<file path="config.mk">
export PLATFORM = sky130hd
export DESIGN_NAME = clock_divider_pair_search
export DESIGN_NICKNAME = d
export VERILOG_FILES = /design/src/rtl/core/cdps_pkg.sv /design/src/rtl/core/clock_divider_pair_search.sv
export SDC_FILE = /design/constraint.sdc
export NUM_CORES = 1
export LEC_CHECK = 0
export ABC_AREA = 1
export BUFFER_PORTS_ARGS = -buffer_cell sky130_fd_sc_hd__buf_2
export CAP_MARGIN = 20
export CORE_MARGIN = 5
export CORE_UTILIZATION = 50
export DETAILED_ROUTE_END_ITERATION = 16
export GPL_TIMING_DRIVEN = 0
export PLACE_DENSITY = 0.72
export SYNTH_ARGS = -nofsm -noshare
export SYNTH_HDL_FRONTEND = slang
export SYNTH_SLANG_ARGS = --single-unit
export TNS_END_PERCENT = 50
</file>
<file path="constraint.sdc">
create_clock -name clk -period 5.15 [get_ports clk]
set_input_delay 0.2575 -clock clk [delete_from_list [all_inputs] [get_ports clk]]
set_output_delay 0.2575 -clock clk [all_outputs]
set_load 0.1 [all_outputs]
</file>
<file path="src/rtl/core/cdps_pkg.sv">
// Shared types and constants for the clock divider pair search block.
// No dependencies; imported by clock_divider_pair_search.
`default_nettype none

package cdps_pkg;

  // Field widths of the stream and register payloads
  localparam int TARGET_W    = 22;
  localparam int BASE_W      = 27;
  localparam int DIV_OUT_W   = 6;
  localparam int ERR_W       = 30;
  localparam int FRAC_W      = 8;
  localparam int PRESCALE_SH = 5;   // base clock is divided by 32

  // Byte-padded stream data widths
  localparam int IN_TDATA_W  = 24;
  localparam int OUT_TDATA_W = 48;

  // APB side
  localparam int APB_DATA_W  = 32;
  localparam int APB_ADDR_W  = 3;
  localparam logic [APB_ADDR_W-3:0] REG_BASE_CLOCK = '0;

  localparam logic [BASE_W-1:0] BASE_RESET = BASE_W'(104000000);

  // Default search range: dividers 1 .. DIVIDER_LIMIT_DEF-1
  localparam int DIVIDER_LIMIT_DEF = 64;

  // Shared divider: quotient bits resolved per cycle, and cycles per divide
  localparam int QBITS_PER_CYC = 3;
  localparam int DIV_CYCLES    = ERR_W / QBITS_PER_CYC;
  localparam int CNT_W         = $clog2(DIV_CYCLES);

  // Sequencer states
  typedef enum logic [3:0] {
    ST_IDLE = 4'b0001,
    ST_DIV  = 4'b0010,
    ST_CMP  = 4'b0100,
    ST_HOLD = 4'b1000
  } state_t;

endpackage

`default_nettype wire

</file>
<file path="src/rtl/core/clock_divider_pair_search.sv">
// Divider pair search: finds (i, j) whose rate (base/32)/(i*j) is closest to a target.
// Depends on cdps_pkg (widths, state encoding, divider step constants).
`default_nettype none
//
//  channel  | dir | handshake                    | payload
//  ---------+-----+------------------------------+------------------------------------------
//  in_      | in  | in_tvalid / in_tready        | in_tdata: target_rate
//  out_     | out | out_tvalid / out_tready      | out_tdata: bit/master divider, best_error
//  cfg (APB)| in  | psel, penable, pwrite, pready| base_clock_hz at byte address 0
//
//  Each item searches P = (L-1)*L/2 divider pairs (j >= i) for L = DIVIDER_LIMIT; each
//  pair runs through the single shared restoring divider, 3 quotient bits per cycle,
//  and then through one compare step. Divisors i*j are formed by running adds.
//  in_tready is high only in idle; one finished result may wait in the output register.
//  Reset (rst_n low, synchronous) returns to idle, drops out_tvalid, reloads base clock.

module clock_divider_pair_search #(
  parameter int DIVIDER_LIMIT = cdps_pkg::DIVIDER_LIMIT_DEF
) (
  input  wire logic                                clk,
  input  wire logic                                rst_n,
  // stream in
  input  wire logic                                in_tvalid,
  output logic                                     in_tready,
  input  wire logic [cdps_pkg::IN_TDATA_W-1:0]     in_tdata,   // [21:0] target_rate
  // stream out
  output logic                                     out_tvalid,
  input  wire logic                                out_tready,
  output logic [cdps_pkg::OUT_TDATA_W-1:0]         out_tdata,  // [5:0] bit_clock_divider,
                                                               // [11:6] master_clock_divider,
                                                               // [41:12] best_error
  // APB config
  input  wire logic                                psel,
  input  wire logic                                penable,
  input  wire logic                                pwrite,
  input  wire logic [cdps_pkg::APB_ADDR_W-1:0]     paddr,
  input  wire logic [cdps_pkg::APB_DATA_W-1:0]     pwdata,
  output logic [cdps_pkg::APB_DATA_W-1:0]          prdata,
  output logic                                     pready
);
  import cdps_pkg::*;

  localparam int IW = (DIVIDER_LIMIT > 2) ? $clog2(DIVIDER_LIMIT) : 1;
  localparam int PW = 2 * IW;
  localparam logic [IW-1:0]    I_LAST   = IW'(DIVIDER_LIMIT - 1);
  localparam logic [IW-1:0]    I_ONE    = IW'(1);
  localparam logic [PW-1:0]    P_ONE    = PW'(1);
  localparam logic [CNT_W-1:0] CNT_LAST = CNT_W'(DIV_CYCLES - 1);
  localparam int OUT_PAD = OUT_TDATA_W - 2 * DIV_OUT_W - ERR_W;

  state_t state_r, state_nxt;

  logic [BASE_W-1:0]      base_r, base_nxt;
  logic [ERR_W-1:0]       num_r, num_nxt;
  logic [ERR_W-1:0]       want_r, want_nxt;
  logic [IW-1:0]          i_r, i_nxt, j_r, j_nxt;
  logic [PW-1:0]          p_r, p_nxt, sq_r, sq_nxt;
  logic [PW-1:0]          rem_r, rem_nxt;
  logic [ERR_W-1:0]       dq_r, dq_nxt;
  logic [CNT_W-1:0]       cnt_r, cnt_nxt;
  logic [ERR_W-1:0]       best_r, best_nxt;
  logic [IW-1:0]          bi_r, bi_nxt, bj_r, bj_nxt;
  logic                   out_valid_r, out_valid_nxt;
  logic [OUT_TDATA_W-1:0] out_data_r, out_data_nxt;

  logic [ERR_W-1:0]       start_num;
  logic [ERR_W-1:0]       err;
  logic [PW-1:0]          rem_step;
  logic [ERR_W-1:0]       dq_step;
  logic                   cfg_wr;
  logic                   in_beat;
  logic                   out_free;

  // APB register access
  assign pready = 1'b1;
  assign cfg_wr = psel && penable && pwrite && pready
                  && (paddr[APB_ADDR_W-1:2] == REG_BASE_CLOCK);
  assign prdata = (paddr[APB_ADDR_W-1:2] == REG_BASE_CLOCK) ? APB_DATA_W'(base_r) : '0;
  assign base_nxt = cfg_wr ? pwdata[BASE_W-1:0] : base_r;

  // Handshakes
  assign in_tready  = (state_r == ST_IDLE);
  assign in_beat    = in_tvalid && in_tready;
  assign out_tvalid = out_valid_r;
  assign out_tdata  = out_data_r;
  assign out_free   = !out_valid_r || out_tready;

  // Scaled base in 8-bit fixed point: floor(base/32) << 8
  assign start_num = {base_r[BASE_W-1:PRESCALE_SH], {FRAC_W{1'b0}}};

  // Shared restoring divider: QBITS_PER_CYC quotient bits per cycle
  always_comb begin
    logic [PW:0] trial;
    rem_step = rem_r;
    dq_step  = dq_r;
    for (int k = 0; k < QBITS_PER_CYC; k++) begin
      trial   = {rem_step, dq_step[ERR_W-1]};
      dq_step = {dq_step[ERR_W-2:0], 1'b0};
      if (trial >= {1'b0, p_r}) begin
        rem_step   = PW'(trial - {1'b0, p_r});
        dq_step[0] = 1'b1;
      end else begin
        rem_step = trial[PW-1:0];
      end
    end
  end

  // Exact absolute error of the finished quotient
  assign err = (dq_r >= want_r) ? (dq_r - want_r) : (want_r - dq_r);

  // Sequencer
  always_comb begin
    state_nxt     = state_r;
    num_nxt       = num_r;
    want_nxt      = want_r;
    i_nxt         = i_r;
    j_nxt         = j_r;
    p_nxt         = p_r;
    sq_nxt        = sq_r;
    rem_nxt       = rem_r;
    dq_nxt        = dq_r;
    cnt_nxt       = cnt_r;
    best_nxt      = best_r;
    bi_nxt        = bi_r;
    bj_nxt        = bj_r;
    out_valid_nxt = out_valid_r && !out_tready;
    out_data_nxt  = out_data_r;

    case (state_r)
      ST_IDLE: begin
        if (in_beat) begin
          num_nxt   = start_num;
          want_nxt  = {in_tdata[TARGET_W-1:0], {FRAC_W{1'b0}}};
          i_nxt     = I_ONE;
          j_nxt     = I_ONE;
          p_nxt     = P_ONE;
          sq_nxt    = P_ONE;
          rem_nxt   = '0;
          dq_nxt    = start_num;
          cnt_nxt   = '0;
          best_nxt  = start_num;
          bi_nxt    = I_ONE;
          bj_nxt    = I_ONE;
          state_nxt = ST_DIV;
        end
      end
      ST_DIV: begin
        rem_nxt = rem_step;
        dq_nxt  = dq_step;
        cnt_nxt = cnt_r + 1'b1;
        if (cnt_r == CNT_LAST) begin
          state_nxt = ST_CMP;
        end
      end
      ST_CMP: begin
        // strictly smaller error replaces the best, so earlier pairs win ties
        if (err < best_r) begin
          best_nxt = err;
          bi_nxt   = i_r;
          bj_nxt   = j_r;
        end
        rem_nxt = '0;
        dq_nxt  = num_r;
        cnt_nxt = '0;
        if (j_r != I_LAST) begin
          j_nxt     = j_r + 1'b1;
          p_nxt     = p_r + PW'(i_r);
          state_nxt = ST_DIV;
        end else if (i_r != I_LAST) begin
          // next row starts on the diagonal: (i+1)^2 = i^2 + 2i + 1
          i_nxt     = i_r + 1'b1;
          j_nxt     = i_r + 1'b1;
          sq_nxt    = sq_r + PW'({i_r, 1'b1});
          p_nxt     = sq_r + PW'({i_r, 1'b1});
          state_nxt = ST_DIV;
        end else begin
          state_nxt = ST_HOLD;
        end
      end
      ST_HOLD: begin
        if (out_free) begin
          out_valid_nxt = 1'b1;
          out_data_nxt  = {{OUT_PAD{1'b0}}, best_r,
                           DIV_OUT_W'(bj_r), DIV_OUT_W'(bi_r)};
          state_nxt     = ST_IDLE;
        end
      end
      default: begin
        state_nxt = ST_IDLE;
      end
    endcase
  end

  // Control registers
  always_ff @(posedge clk) begin
    if (!rst_n) begin
      state_r     <= ST_IDLE;
      out_valid_r <= 1'b0;
      base_r      <= BASE_RESET;
    end else begin
      state_r     <= state_nxt;
      out_valid_r <= out_valid_nxt;
      base_r      <= base_nxt;
    end
  end

  // Datapath registers
  always_ff @(posedge clk) begin
    num_r      <= num_nxt;
    want_r     <= want_nxt;
    i_r        <= i_nxt;
    j_r        <= j_nxt;
    p_r        <= p_nxt;
    sq_r       <= sq_nxt;
    rem_r      <= rem_nxt;
    dq_r       <= dq_nxt;
    cnt_r      <= cnt_nxt;
    best_r     <= best_nxt;
    bi_r       <= bi_nxt;
    bj_r       <= bj_nxt;
    out_data_r <= out_data_nxt;
  end

  // Checks
  a_pair_order: assert property (@(posedge clk) disable iff (!rst_n)
    (state_r == ST_DIV) |-> (j_r >= i_r))
    else $error("divider pair out of order");

  a_divisor_tracks: assert property (@(posedge clk) disable iff (!rst_n)
    (state_r == ST_DIV) |-> (32'(p_r) == 32'(i_r) * 32'(j_r)))
    else $error("running divisor differs from i*j");

  a_rem_bound: assert property (@(posedge clk) disable iff (!rst_n)
    (state_r == ST_DIV) |-> (rem_r < p_r))
    else $error("divider remainder not below divisor");

  a_out_order: assert property (@(posedge clk) disable iff (!rst_n)
    out_tvalid |-> (out_tdata[DIV_OUT_W-1:0] <= out_tdata[2*DIV_OUT_W-1:DIV_OUT_W]))
    else $error("result dividers out of order");

endmodule

`default_nettype wire
</file>
==> results.sh <==
export IMPL_status="completed"
export IMPL_start_util_pct=50.74
export IMPL_post_route_drc_count=0
export IMPL_async_reset_ff_share_pct=0
export IMPL_synth_edf_count=210
export IMPL_crit_cells=32
export IMPL_max_stage_delay_ns=0.41
export IMPL_vias=13950
export IMPL_antenna_found_initial=0
export IMPL_layout_common_cells="nand2_1 (389), inv_1 (319), edfxtp_1 (210), nor2_1 (171), buf_2 (135)"
export IMPL_end_kind="register"
export IMPL_r2r_cells=32
export IMPL_cap_violations=0
export IMPL_cts_made_buffers=26
export IMPL_drtIter0Drc=1030
export IMPL_layout_commonest_cell="nand2_1"
export IMPL_totalNegativeSetupSlack_ns=0
export IMPL_holdCritPathClass="in -> reg"
export IMPL_num_rows=65
export IMPL_wire_per_inst_um=16.86
export IMPL_drive_gt1_share_pct=18.65
export IMPL_cpLargestDelayFamily="simple AND/OR/NAND/NOR gates"
export IMPL_cp_num_buf_inv=6
export IMPL_p_leak_nw=9.024
export IMPL_slowest_stage="edfxtp_1"
export IMPL_dieArea_um2=35700
export IMPL_totalWireLength_mm=44.30
export IMPL_cp_data_required_time_ns=5.43
export IMPL_avgSynthCellArea_um2=8.236
export IMPL_clock_path_buffers=3
export IMPL_pin_count=149
export IMPL_syn_to_final_growth_pct=23.98
export IMPL_crit_path_start_kind="register"
export IMPL_ys_flop_type="edfxtp_1"
export IMPL_busiest_layer="met2"
export IMPL_slew_viol_final=0
export IMPL_yosys_area_top_type_share_pct=39.39
export IMPL_path_class="reg -> reg"
export IMPL_timing_fmax_ghz=0.2003
export IMPL_grt_pass1_vias=13550
export IMPL_synthTopCellsByArea="edfxtp_1 (39%), nand2_1 (9.9%), ha_1 (9.7%), inv_1 (8.0%), nor2_1 (4.5%)"
export IMPL_place_congestion=0.9639
export IMPL_finalCriticalPeriod_ns=4.991
export IMPL_p_seq_share_pct=23.6
export IMPL_combPwrFrac_pct=58.2
export IMPL_grtUsageMet2_pct=38.86
export IMPL_track_usage_pct=24.00
export IMPL_yosys_warnings=0
export IMPL_vdd_drop_max_mv=0.4172
export IMPL_pwr_share_clk_pct=18.2
export IMPL_layout_nets=2402
export IMPL_relSlewSlack_pct=38.19
export IMPL_antenna_left=0
export IMPL_io_buffers=125
export IMPL_grt_overflow=0
export IMPL_setup_slack_ns=0.1587
export IMPL_use_met3_pct=2.968
export IMPL_yosysSeqAreaShare_pct=43.39
export IMPL_vias_per_cell=5.308
export IMPL_dp_worst_setup_slack_ns=-1.171
export IMPL_firstDrtPassIters=5
export IMPL_cts_root_buf="clkbuf_16"
export IMPL_hold_violations=0
export IMPL_syn_inst=1944
export IMPL_p_sw_mw=4.477
export IMPL_grt_max_degree=43
export IMPL_clkSlewWorstSetupHoldPaths_ns=0.06
export IMPL_clk_latency_ns=0.54
export IMPL_clock_skew_ns=0.01769
export IMPL_p_int_mw=5.922
export IMPL_crit_fanout=7
export IMPL_rsz0062_at_grt="yes"
export IMPL_dp_hpwl_mm=33.81
export IMPL_timing_final_crit_share_pct=96.92
export IMPL_die_w_um=188.9
export IMPL_ys_seq_elements=242
export IMPL_core_um2=31560
export IMPL_cts_sinks=242
export IMPL_use_met1_pct=34.29
export IMPL_synth_area_um2=16010
export IMPL_hold_depth=3
export IMPL_yosysTopAreaCell="edfxtp_1"
export IMPL_setup_violations=0
export IMPL_htreeDepth=1
export IMPL_finalPower_mw=10.40
export IMPL_swShare_pct=43.05
export IMPL_worstPathArrival_ns=5.27
export IMPL_power_density_nw_per_um2=523.9
export IMPL_grt_pass1_wl_mm=69.53
export IMPL_synth_distinct_cells=49
export IMPL_worstMarginPinSlew_ns=0.9272
export IMPL_cts_tree="built"
export IMPL_die_height_um=188.9
## metal layers
layer  vias up  wire length (um)
met3        66              2990
met4         0              1042
met2       491             20140
li1       6925                 -
met1      6468             20130
met5         -                 0
## state kept, by name, indices dropped and copies added, names as in the netlist
name and flops:
rem_r 12, j_r 6, num_r 22, bi_r 6, bj_r 6, cnt_r 4
i_r 6, dq_r 30, want_r 22, base_r 27, state_r 4, out_tvalid 1
sq_r 12, best_r 30, p_r 12, out_tdata 42
## layout make-up
class,count,area [um^2]
antenna,1,2.502
buffer,61,324.1
clock buffer,30,686.9
clock inverter,17,181.4
fill,2600,11710
inverter,346,1325
multi-input combinational,1307,8317
sequential,242,6947
tap,402,503.0
timing repair buffer,222,1563
## worst paths after layout
check / startpoint / end / slack, ns
worst max register to register: p_r[1]$_SDFFCE_PN0P_ / rem_r[1]$_SDFFCE_PP0P_ / 0.16
worst min-delay path: pwdata[4] / base_r[4]$_SDFFE_PN0P_ / 0.02
worst min register to register: bi_r[4]$_SDFFCE_PN0P_ / out_tdata[4]$_DFFE_PP_ / 0.42
worst max-delay path: p_r[1]$_SDFFCE_PN0P_ / rem_r[1]$_SDFFCE_PP0P_ / 0.16
## repair_timing
item                       4_1_cts  5_1_grt
pin swaps                        6       53
hold endpoints to repair        37        0
setup buffers                   18       32
gates resized for setup         66      117
hold buffers                    37        0
cloned                           1        5
setup endpoints to repair       36       55
## cell usage after synthesis, types with 11 or more instances
master and n:
nand2_1 421, inv_1 340, edfxtp_1 210, nor2_1 191
a21oi_1 135, ha_1 124, o21ai_0 90, nand3_1 80
xor2_1 62, nand4_1 33, dfxtp_1 32, clkbuf_1 31
o221ai_1 25, xnor2_1 18, o21bai_1 14, o211ai_1 13
buf_4 12, nor3_1 12, buf_2 11
## cells by family after synthesis
group	count (synthesis)	synth area share, %
adder cells (fa/ha/maj)	130	10.44
AO/OA/AOI/OAI	309	11.17
AND/OR/NAND/NOR	774	20.62
other	2	0.04691
flip-flops	242	43.39
buffers and inverters	407	9.964
XOR/XNOR	80	4.376
## worst register-to-register path: cells and delay by family, from the launching register on
family | cells | cell delay, ns
flops | 1 | 0.41
simple gates | 19 | 1.73
xor+xnor | 1 | 0.17
compound gates | 3 | 0.56
fa+ha+maj | 3 | 0.95
buf+inv | 6 | 0.93
## through the flow
step / hold WS, ns / cells / area, um^2 / utilization [%]
final: 0.01922 / 2628 / 19850 / 62.90
after global placement: 0.4044 / 2481 / 17180 / 54.44
after detailed placement: 0.4045 / 2487 / 17320 / 54.88
after CTS: 0.001180 / 2590 / 19050 / 60.37
after floorplan: 0.3564 / 1954 / 16050 / -
after global routing: 0.03248 / 2627 / 19850 / 62.89
## power groups by stage
stage | sequential (mW) | combinational (mW) | clock [mW]
floorplan | 2.44 | 3.51 | 0
CTS | 2.45 | 4.95 | 1.92
detailed placement | 2.48 | 4.45 | 0
global placement | 2.49 | 4.35 | 0
finish | 2.46 | 6.05 | 1.89
global route | 2.47 | 6.68 | 2.00
Note: power is estimated with default switching activity, not from simulation.
